### config.mk
export PLATFORM = sky130hd
export DESIGN_NAME = tgr_divider
export DESIGN_NICKNAME = d
export VERILOG_FILES = /design/src/hdl/tgr_divider.sv
export SDC_FILE = /design/constraint.sdc
export NUM_CORES = 1
export LEC_CHECK = 0
export BUFFER_PORTS_ARGS = -buffer_cell sky130_fd_sc_hd__buf_2
export CORE_AREA = 3 3 132 134
export CTS_BUF_LIST = sky130_fd_sc_hd__clkbuf_2
export CTS_CLUSTER_SIZE = 28
export DETAILED_ROUTE_END_ITERATION = 10
export DIE_AREA = 0 0 135 137
export MAX_ROUTING_LAYER = met4
export SYNTH_ARGS = -nofsm -noshare
export SYNTH_HDL_FRONTEND = slang
export SYNTH_SLANG_ARGS = --single-unit
### constraint.sdc
create_clock -name clk_i -period 4.1 [get_ports clk_i]
set_input_delay 0.41 -clock clk_i [delete_from_list [all_inputs] [get_ports clk_i]]
set_output_delay 0.41 -clock clk_i [all_outputs]
set_load 0.03 [all_outputs]
### src/hdl/tgr_divider.sv
`timescale 1ns / 1ps
// Signed restoring divider, one quotient bit per cycle, truncates toward zero.
// Dividend 49 bits signed magnitude-wise, divisor 24 bits positive.
module tgr_divider (
  input  logic        clk_i,
  input  logic        rst_ni,
  input  logic        start_i,
  input  logic        neg_i,
  input  logic [47:0] num_i,
  input  logic [23:0] den_i,
  output logic        done_o,
  output logic [48:0] quot_o
);
  logic [47:0] quo_q, quo_d;
  logic [24:0] rem_q, rem_d;
  logic [23:0] den_q, den_d;
  logic [5:0]  cnt_q, cnt_d;
  logic        busy_q, busy_d, neg_q, neg_d, done_q, done_d;
  logic [24:0] trial;

  always_comb begin
    quo_d  = quo_q;
    rem_d  = rem_q;
    den_d  = den_q;
    cnt_d  = cnt_q;
    busy_d = busy_q;
    neg_d  = neg_q;
    done_d = 1'b0;
    trial  = '0;
    if (start_i) begin
      quo_d  = num_i;
      rem_d  = '0;
      den_d  = den_i;
      cnt_d  = 6'd47;
      busy_d = 1'b1;
      neg_d  = neg_i;
    end else if (busy_q) begin
      trial = {rem_q[23:0], quo_q[47]};
      if (trial >= {1'b0, den_q}) begin
        rem_d = trial - {1'b0, den_q};
        quo_d = {quo_q[46:0], 1'b1};
      end else begin
        rem_d = trial;
        quo_d = {quo_q[46:0], 1'b0};
      end
      cnt_d = cnt_q - 6'd1;
      if (cnt_q == '0) begin
        busy_d = 1'b0;
        done_d = 1'b1;
      end
    end
  end

  always_ff @(posedge clk_i or negedge rst_ni) begin
    if (!rst_ni) begin
      busy_q <= 1'b0;
      done_q <= 1'b0;
      cnt_q  <= '0;
    end else begin
      busy_q <= busy_d;
      done_q <= done_d;
      cnt_q  <= cnt_d;
    end
  end

  always_ff @(posedge clk_i) begin
    quo_q <= quo_d;
    rem_q <= rem_d;
    den_q <= den_d;
    neg_q <= neg_d;
  end

  assign done_o = done_q;
  assign quot_o = neg_q ? -{1'b0, quo_q} : {1'b0, quo_q};

endmodule

## After elaboration in Yosys (flattened, before gate mapping)

Index checks and enable logic that the tools add are counted.

| storage, ports and cells | value |
|---|---|
| flip-flop bits (word level) | 105 |
| input bits | 76 |
| word-level logic and storage cells | 26 |

| cells by class | value |
|---|---|
| $add $sub $neg | 3 |
| $lt $le $gt $ge | 1 |
| reductions and logical operators | 2 |
| muxes and demuxes | 13 |

Operators by type and width:

| kind | number |
|---|---|
| 2-to-1 mux 48 bit | 2 |
| 2-to-1 mux 49 bit | 1 |
| negation 48 -> 49 bit | 1 |
| greater-or-equal comparator 25 x 24 -> 1 bit | 1 |
| 2-to-1 mux 24 bit | 1 |
| subtractor 24 bit | 1 |
| 2-to-1 mux 6 bit | 2 |
| 2-to-1 mux 1 bit | 7 |
| logical NOT 6 bit | 1 |
| subtractor 6 x 1 -> 6 bit, second input constant | 1 |
| nonzero test 2 bit | 1 |

## Longest topological paths before layout

Gate-level depths: netlist of the first run.

| logic depth | value |
|---|---|
| depth in word-level cells | 4 |
| gate-level depth with buffers | 13 |
| depth with buffers taken out | 11 |

## Worst setup path after synthesis of the first run

Ideal clock, no wire load.

| path | value |
|---|---|
| path kind | reg2out |
| start | reg quo_q[17] |
| end | out quot_o[47] |
| path slack | -95 ps |
| stages on the path, launching flop included | 9 |
| arrival time | 3785 ps |
| buffers on the path | 0 |
| path through | edfxtp_1 > or4_4 > or4_4 > or4_4 > or3_4 > or4_4 > or4_4 > o31ai_2 > xnor2_1 |

| on the way | value |
|---|---|
| longest elaborated chain between the ends | 2 |

RTL lines:

| item | line | source |
|---|---|---|
| from (decl) | 14 | `logic [47:0] quo_q, quo_d;` |
| from (signal assigned) | 67 | `quo_q <= quo_d;` |
| negation 48 -> 49 bit | 74 | `assign quot_o = neg_q ? -{1'b0, quo_q} : {1'b0, quo_q};` |
| 2-to-1 mux 49 bit | 74 |  |
| to (decl) | 12 | `output logic [48:0] quot_o` |

No other way between the ends.

## Worst setup path in the final report of the first run

| path | value |
|---|---|
| start | reg quo_q[17] |
| end | out quot_o[41] |

The elaborated chain is that of the path after synthesis.

==> flow_summary.yaml, run 1 <==
setup_path:
  cp_slowest_cell: "or4_4"
  cp-startpoint: "quo_q[17]"
  crit_chain: "or4_4, or4_4, or4_4, or3_4, or4_4, or4_4, o41ai_4, xnor2_2, buf_6"
  cp.buffers_inverters: 1
  worst-setup-path-type: "flop to output pin"
  setup.worst_path.start_class: "flop"
  r2r-start: "rem_q[7]"
  cp_common_cell: "or4_4"
  critPathTopFamily: "simple AND/OR/NAND/NOR gates"
  worst_ep_required_time_ps: 3690
  worstPathMaxFanout: 5
  critPathMaxStageDelay_ps: 560
  crit_arrival_ps: 4480
  cp-end-kind: "output pin"
global_route:
  track_usage_pct: 16.83
  antenna_found_initial: 0
  grt_pass1_vias: 5020
  gr-total-overflow: 0
  grt_pass1_wl_mm: 24.56
  grt_start_max_net_pins: 73
synth:
  syn-num-nets: 712
  synth_ff_type: "edfxtp_1"
  yosysMostFrequentCell: "edfxtp_1"
  synthesis.area_um2: 6457
  synth_cell_types: 60
  ys_warn_count: 0
  yosysTopAreaCell: "edfxtp_1"
  synth-edff-count: 73
  syn_avg_cell_area_um2: 10.62
  yosysTopAreaCellShare_pct: 33.95
  netlist_instances: 608
  yosysSeqAreaShare_pct: 44.49
  synth_area_leaders: "edfxtp_1 34%, mux2_2 8.2%, xnor2_1 8.0%"
  synth-seq-cells: 105
  async_flop_share_pct: 7.619
  synth_common_cells: "73 x edfxtp_1, 59 x xnor2_1, 47 x mux2_2"
timing:
  fmax_ghz: 0.2044
  final-setup-viol-count: 17
  min_period_over_period_pct: 119.3
  finalWorstSetupSlack_ps: -792.4
  worst_pin_slew_ps: 1033
  maxSlewViolCount: 0
  holdWs_ps: 75.85
  clock_skew_ps: 32.05
  slew-limit-headroom_pct: 31.05
  hold_viol_final: 0
  rsz0062_at_grt: "yes"
  fin_setup_tns_ps: -9203
  period_needed_ps: 4892
cells_and_area:
  drive_gt1_share_pct: 34.18
  design_area_um2: 8312
  finalNonFillerCells: 1010
  area_growth_pct: 28.72
  nets: 889
  insertedDiodeCount: 0
clock_tree:
  clk_latency_ps: 610
  clkTransAtPathRegs_ps: 280
  numCtsBuffers: 9
  clockBufferDepth: 2
  cts_tree: "built"
  cts_htree_levels: 3
  clockRootBuffer: "clkbuf_2"
  cts.sink_count: 105
detailed_routing:
  vias: 5222
  detail-route-antenna-nets: 0
  drcViolationCount: 0
  routed_wl_mm: 15.50
  wl_per_cell_um: 15.34
  dr.first_iter.drc_count: 255
  viasPerCell: 5.170
  firstDrtPassIters: 5
floorplanning:
  die_y_um: 137
  core_um2: 16410
  rows: 47
  die-area_um2: 18500
  start_util_pct: 39.36
  die_x_um: 135
  io_pins: 126
placement:
  port_buffers: 125
  placedCellCount: 963
  dp_hpwl_mm: 11.21
  gp_congestion: 0.8402
  dpl_cell_area_um2: 7575
outcome:
  outcome: "finished, violations left"
  violations: "negative setup slack"
worst_hold_path:
  hold_start: "num_i[41]"
  hp-class: "primary input to flop"
pwr:
  ir_drop_v: 0.0002253
  p_leak_uw: 0.003396
  power.density_nw_per_um2: 464.8
run:
  maxCapViolCount: 0
==> registers in the layout, indices dropped and copies added, names as in the netlist <==
name    flops
cnt_q       6
done_o      1
busy_q      1
quo_q      48
rem_q      24
den_q      24
neg_q       1
==> cell type report <==
type	instances	area, µm²
Fill cell	1460	8095
Multi-Input combinational cell	440	3587
Sequential cell	105	2873
Timing Repair Buffer	192	1323
Tap cell	220	275.3
Inverter	37	138.9
Clock inverter	7	70.07
Clock buffer	9	45.04
==> per-layer routing <==
layer	vias up	share of wire, %	global-route usage, %
met5	-	0	-
met1	2482	47	21.77
met4	0	0.88	3.807
li1	2600	-	-
met3	12	4.6	3.272
met2	128	48	27.65
==> placed cells by master (no fill, tap or decap), types with 6 or more instances in the layout <==
cell / count
nor3_1: 9
mux2_2: 47
o21ai_0: 28
nand3_1: 8
buf_2: 105
xor2_1: 6
or4_4: 8
dlygate4sd3_1: 27
o31ai_4: 7
a21oi_1: 16
a311oi_1: 10
buf_6: 15
mux2i_1: 13
a211oi_1: 14
clkbuf_2: 9
nand2b_1: 10
o31ai_1: 8
ha_1: 27
nand2_1: 37
xnor2_2: 10
dfxtp_1: 24
edfxtp_1: 73
or3_1: 9
o41ai_1: 6
dfrtp_1: 8
buf_4: 44
nor2_1: 39
inv_1: 36
a21o_1: 7
xnor2_1: 49
==> repair_timing <==
item	CTS	global route
hold endpoints to repair	33	1
setup buffers	1	2
cloned	0	0
hold buffers	26	1
endpoints found under the setup margin	19	19
gates resized for setup	49	23
pin swaps	16	13
==> through the flow <==
| stage | utilization, % | total power, µW | setup slack (ps) |
|---|---|---|---|
| 6_report | 50.66 | 3863 | -792.4 |
| 5_1_grt | 50.66 | 4141 | -938.3 |
| 4_1_cts | 49.54 | 3859 | -851.3 |
| 3_5_place_dp | 46.17 | 3288 | -231.8 |
| 3_3_place_gp | 46.17 | 3245 | -184.0 |
| 2_1_floorplan | - | 2813 | -31.36 |
==> final timing paths <==
check | to | slack [ps] | cells after the start
max | quot_o[41] | -790 | 9
min | quo_q[41] | 80 | 2
min reg2reg | rem_q[20] | 510 | 2
max reg2reg | rem_q[5] | 560 | 11
min in group asynchronous | cnt_q[3] | 170 | 2
max in group asynchronous | cnt_q[5] | 3760 | 2
==> cells by family after synthesis <==
| family | synth area share [%] |
|---|---|
| XOR/XNOR | 8.816 |
| adder cells (fa/ha/maj) | 5.542 |
| multiplexers | 10.21 |
| flip-flops | 44.49 |
| AND/OR/NAND/NOR | 13.14 |
| AO/OA/AOI/OAI | 14.09 |
| buffers and inverters | 3.720 |
==> where the power goes <==
part | internal, µW | total [µW] | leakage (µW) | switching, µW
Sequential | 1330 | 1490 | 0.00103 | 164
Clock | 141 | 497 | 0.0000689 | 356
Combinational | 849 | 1880 | 0.00229 | 1030
Note: power is estimated with default switching activity, not from simulation.
==> run 2, diff against run 1 <==
--- a/config.mk
+++ b/config.mk
@@ -5,12 +5,14 @@
 export SDC_FILE = /design/constraint.sdc
 export NUM_CORES = 1
 export LEC_CHECK = 0
+export ABC_AREA = 1
 export BUFFER_PORTS_ARGS = -buffer_cell sky130_fd_sc_hd__buf_2
-export CORE_AREA = 3 3 132 134
+export CAP_MARGIN = 30
+export CORE_AREA = 3 3 144 146
 export CTS_BUF_LIST = sky130_fd_sc_hd__clkbuf_2
 export CTS_CLUSTER_SIZE = 28
 export DETAILED_ROUTE_END_ITERATION = 10
-export DIE_AREA = 0 0 135 137
+export DIE_AREA = 0 0 147 149
 export MAX_ROUTING_LAYER = met4
 export SYNTH_ARGS = -nofsm -noshare
 export SYNTH_HDL_FRONTEND = slang
==> run 2 against run 1 <==
Effect of this change: the run now ends clean; clock-buffer cell count increased by 1; critical path depth increased by 3; worst setup slack improved by 1400 ps; sequential power decreased by 5%; highest routed layer unchanged.
==> flow_summary.yaml, run 2 <==
outcome:
  outcome: "finished clean"
synth:
  async_flop_share_pct: 7.619
  synth-seq-cells: 105
  synth_common_cells: "405 x nand2_1, 193 x inv_1, 89 x nor2_1"
  synth-edff-count: 73
  syn_avg_cell_area_um2: 6.786
  netlist_instances: 1141
  syn-num-nets: 1245
  ys_warn_count: 0
  synth_area_leaders: "edfxtp_1 28%, nand2_1 20%, inv_1 9.4%"
  yosysSeqAreaShare_pct: 37.10
  synthesis.area_um2: 7742
  yosysMostFrequentCell: "nand2_1"
  synth_ff_type: "edfxtp_1"
  yosysTopAreaCellShare_pct: 28.31
  yosysTopAreaCell: "edfxtp_1"
  synth_cell_types: 35
cells_and_area:
  area_growth_pct: 20.33
  drive_gt1_share_pct: 12.93
  nets: 1414
  fin_util_pct: 47.71
  layout_commonest_cell: "nand2_1"
  largest_reg_flops: 48
  final_cell_mix: "405 x nand2_1, 192 x inv_1, 124 x buf_2, 88 x nor2_1, 73 x edfxtp_1"
  top_regs: "quo_q: 48 flops, den_q: 24 flops, rem_q: 24 flops"
  largest-register: "quo_q"
clock_tree:
  cts_tree: "built"
  clockBufferDepth: 2
  clockRootBuffer: "clkbuf_2"
  numCtsBuffers: 9
  clk_latency_ps: 650
  clkTransAtPathRegs_ps: 280
  cts.sink_count: 105
  cts_resized: 0
  cts_htree_levels: 3
detailed_routing:
  detail-route-antenna-nets: 0
  vias: 7532
  firstDrtPassIters: 5
  dr.first_iter.drc_count: 496
  drcViolationCount: 0
  routed_wl_mm: 22.40
  viasPerCell: 4.764
  wl_per_cell_um: 14.17
setup_path:
  cp_common_cell: "inv_1"
  critPathTopFamily: "simple AND/OR/NAND/NOR gates"
  r2r_setup_slack_ps: 1460
  cp.depth: 12
  crit_chain: "inv_1, ha_1, inv_1, nor3_2, inv_1, nor2_1, inv_1, nor3_1, xor2_1, nand2_1, nand2_1, buf_2"
  r2r-end: "quo_q[0]"
  worst-setup-path-type: "flop to output pin"
  cp-startpoint: "quo_q[0]"
  crit_path_end: "quot_o[40]"
  setup.worst_path.start_class: "flop"
  cp_slowest_cell: "edfxtp_1"
  worst_ep_required_time_ps: 3690
  worstPathMaxFanout: 4
  crit_arrival_ps: 3050
  r2r-start: "rem_q[5]"
  critPathMaxStageDelay_ps: 510
  reg2reg_depth: 11
  cp-end-kind: "output pin"
  cp.buffers_inverters: 5
run:
  maxCapViolCount: 0
floorplanning:
  core_um2: 19530
  die_y_um: 149
  rows: 51
  io_pins: 126
  die_x_um: 147
  die-area_um2: 21900
  start_util_pct: 39.65
placement:
  dp_hpwl_mm: 16.77
  port_buffers: 125
  gp_congestion: 0.9522
timing:
  worst_pin_slew_ps: 768.8
  rsz0062_at_grt: "no"
  clock_skew_ps: 68.65
  period_needed_ps: 3464
  maxSlewViolCount: 0
  hold_viol_final: 0
  fin_setup_tns_ps: 0
  fmax_ghz: 0.2887
  slew-limit-headroom_pct: 48.69
  final-setup-viol-count: 0
  min_period_over_period_pct: 84.49
pwr:
  power.density_nw_per_um2: 430.6
  p_leak_uw: 0.004730
  ir_drop_v: 0.0001735
global_route:
  gr-total-overflow: 0
  antenna_found_initial: 1
  grt_start_max_net_pins: 68
  grt_pass1_vias: 7342
  grt_pass1_wl_mm: 36.49
  track_usage_pct: 21.23
worst_hold_path:
  hp-class: "primary input to flop"
## run 2: where the power goes
group	switching, µW	leakage (µW)	internal, µW	total [µW]
combinational	1320	0.00359	684	2000
sequential	123	0.00106	1300	1420
clock	379	0.0000806	206	585
## run 2: metrics by stage
step | std cells | hold WS [ps] | instance area [µm²] | total power, µW | worst slack [ps]
2_1_floorplan | 1141 | 114.4 | 7742 | 2907 | 1669
3_3_place_gp | 1508 | 269.7 | 8615 | 3392 | 1347
3_5_place_dp | 1508 | 269.8 | 8615 | 3399 | 1345
4_1_cts | 1578 | 4.494 | 9294 | 4034 | 575.7
5_1_grt | 1581 | 2.025 | 9316 | 4366 | 346.8
6_report | 1581 | 51.15 | 9316 | 4012 | 636.1
## run 2: how the worst min path moves through the flow
| stage | cells past startpoint | slack [ps] | end | start |
|---|---|---|---|---|
| 6_report | 3 | 50 | quo_q[7] | num_i[7] |
| 5_1_grt | 3 | 2 | quo_q[13] | num_i[13] |
| 4_1_cts | 3 | 4 | quo_q[6] | num_i[6] |
| 3_5_place_dp | 1 | 270 | cnt_q[2] | rst_ni |
| 3_3_place_gp | 1 | 270 | cnt_q[2] | rst_ni |
| 2_1_floorplan | 0 | 110 | busy_q | rst_ni |
## run 2: tightest hold or removal path: stages
cell	delay (ps)
buf_2	80
nand2_1	40
o21ai_0	60
## run 2: metal layers
layer  share of wire [%]  global-route usage (%)  wire length, µm  vias to the layer above
li1                    -                       -                -                     3939
met1                  48                   28.19            10830                     3397
met2                  46                   34.09            10210                      169
met3                 4.7                   3.707             1058                       27
met4                 1.3                   5.126              300                        0
met5                   0                       -                0                        -
## run 2: cell families after synthesis
logic type	Yosys count	share of synthesized area, %
DFF	105	37.10
AOI/OAI and AO/OA	85	5.769
adders and majority gates	28	4.622
xor gates and xnor gates	46	5.204
and+or+nand+nor	651	36.01
buffers and inverters	226	11.30
## run 2: area by class of cell
type / count / area, µm²
fillers: 2096 / 10210
repair buffers: 187 / 1234
flip-flops and latches: 105 / 2873
diodes: 1 / 2.502
clock buffers: 10 / 50.05
well taps: 265 / 331.6
inverters: 197 / 739.5
multi-input cells: 810 / 3998
clock inverters: 6 / 88.84
## run 2: what timing repair did
item | CTS | global route
setup buffers | 0 | 0
hold buffers | 54 | 2
endpoints found under the hold margin | 61 | 2
==> run 3, diff against run 2 <==
==> constraint.sdc (replaced) <==
create_clock -name clk_i -period 3.44 [get_ports clk_i]
set_input_delay 0.344 -clock clk_i [delete_from_list [all_inputs] [get_ports clk_i]]
set_output_delay 0.344 -clock clk_i [all_outputs]
set_load 0.03 [all_outputs]
==> run 3 against run 2 <==
Effect of this change: clock power grew 13%; non-clock buffer count grew 24; clock-buffer cell count is 1 lower; critical path type unchanged; largest power group unchanged; highest routed layer unchanged.
==> flow_summary.yaml, run 3 (synthesized netlist as in run 2, its figures left out) <==
cells_and_area:
  fin_util_pct: 48.99
  largest_reg_flops: 48
  seq_area_um2: 2873
  area_growth_pct: 23.55
  fillers: 2020
  drive_gt1_share_pct: 13.29
  multi_input_area_um2: 4028
  nets: 1438
  layout_commonest_cell: "nand2_1"
  final_cell_mix: "405 x nand2_1, 192 x inv_1, 123 x buf_2, 87 x nor2_1, 75 x dlygate4sd3_1"
  top_regs: "quo_q: 48 flops, den_q: 24 flops, rem_q: 24 flops"
  largest-register: "quo_q"
detailed_routing:
  routed_wl_mm: 22.98
  wl_met1_mm: 10.65
  viasPerCell: 4.761
  drcViolationCount: 0
  met3_length_mm: 1.289
  dr.first_iter.drc_count: 449
  detail-route-antenna-nets: 0
  wl_per_cell_um: 14.32
  highest_layer: "met4"
  vias: 7642
  met2_length_mm: 10.62
  firstDrtPassIters: 5
floorplanning:
  rows: 51
  die_y_um: 149
  die-area_um2: 21900
  die_x_um: 147
  io_pins: 126
  start_util_pct: 39.65
  core_um2: 19530
worst_hold_path:
  whs_path_depth: 3
  hp-class: "primary input to flop"
global_route:
  grt_pass1_vias: 7436
  grt_start_max_net_pins: 62
  grt_pass1_wl_mm: 37.05
  gr-total-overflow: 0
  antenna_found_initial: 1
  track_usage_pct: 21.62
placement:
  dp_hpwl_mm: 17.01
  port_buffers: 125
  gp_congestion: 0.9120
timing:
  worst_pin_slew_ps: 631.3
  clock_skew_ps: 59.64
  final-setup-viol-count: 0
  fmax_ghz: 0.3151
  min_period_over_period_pct: 92.25
  maxSlewViolCount: 0
  hold_viol_final: 0
  slew-limit-headroom_pct: 57.76
  period_needed_ps: 3173
clock_tree:
  clockRootBuffer: "clkbuf_2"
  clk_latency_ps: 700
  clockBufferDepth: 2
  numCtsBuffers: 9
  cts.sink_count: 105
  cts_tree: "built"
  cts_htree_levels: 3
  clkTransAtPathRegs_ps: 380
setup_path:
  setup.worst_path.start_class: "flop"
  cp-end-kind: "output pin"
  worst_ep_required_time_ps: 3100
  worstPathMaxFanout: 9
  crit_arrival_ps: 2830
  reg2reg_depth: 13
  worst-setup-path-type: "flop to output pin"
pwr:
  power.density_nw_per_um2: 500.5
  p_total_uw: 4787
  ir_drop_v: 0.0002492
  p_leak_uw: 0.004848
run:
  maxCapViolCount: 0
outcome:
  outcome: "finished clean"
==> run 3: timing repair <==
action | in CTS | in global routing
endpoints found under the hold margin | 81 | 0
pin swaps | 0 | 0
setup endpoints to repair | 1 | 5
setup buffers | 1 | 0
hold buffers | 75 | 0
resized for setup | 1 | 6
==> run 3: per-stage QoR <==
stage / setup slack, ps / hold slack [ps] / setup TNS, ps / std cells / area, µm²
5_1_grt: -1.275 / 104.6 / -1.275 / 1605 / 9565
2_1_floorplan: 1075 / 48.41 / 0 / 1141 / 7742
3_3_place_gp: 725.4 / 202.0 / 0 / 1512 / 8645
4_1_cts: 56.29 / 130.6 / 0 / 1604 / 9535
6_report: 266.5 / 151.2 / 0 / 1605 / 9565
3_5_place_dp: 753.4 / 197.6 / 0 / 1512 / 8645
==> run 3: path summary, 6_finish.rpt <==
kind	from	to	slack (ps)
worst max-delay path	quo_q[0]	quot_o[47]	270
worst min-delay path	start_i	cnt_q[0]	150
worst max register to register	den_q[8]	rem_q[19]	750
worst min register to register	rem_q[20]	rem_q[20]	490
max in group asynchronous	rst_ni	cnt_q[5]	2630
min in group asynchronous	rst_ni	done_o	530
==> run 3: critical path: stages, from the launching register on <==
cell	delay [ps]
edfxtp_1	510
buf_4	180
nor3_2	250
nand2_1	150
nor2_4	160
nand3_2	100
nand2_4	110
nand2_4	90
nor2_8	170
nand3_1	90
nand2_1	110
buf_2	210
==> run 3: per-layer routing <==
layer,up-vias,track usage [%]
met1,3406,27.67
li1,3995,-
met2,210,35.15
met4,0,5.545
met5,-,-
met3,31,4.649
==> run 3: final cells by class <==
| class | count | area share [%] |
|---|---|---|
| diodes | 1 | 0.02616 |
| repair buffers | 211 | 15.30 |
| inverters | 197 | 7.731 |
| well taps | 265 | 3.466 |
| flip-flops and latches | 105 | 30.03 |
| multi-input cells | 810 | 42.11 |
| clock inverters | 7 | 0.8633 |
| clock buffers | 9 | 0.4709 |
==> run 3: where the power goes <==
group | internal [µW] | leakage (µW) | switching [µW] | total [µW]
logic | 841 | 0.00371 | 1590 | 2430
clock network | 127 | 0.0000771 | 533 | 660
registers | 1550 | 0.00106 | 143 | 1690
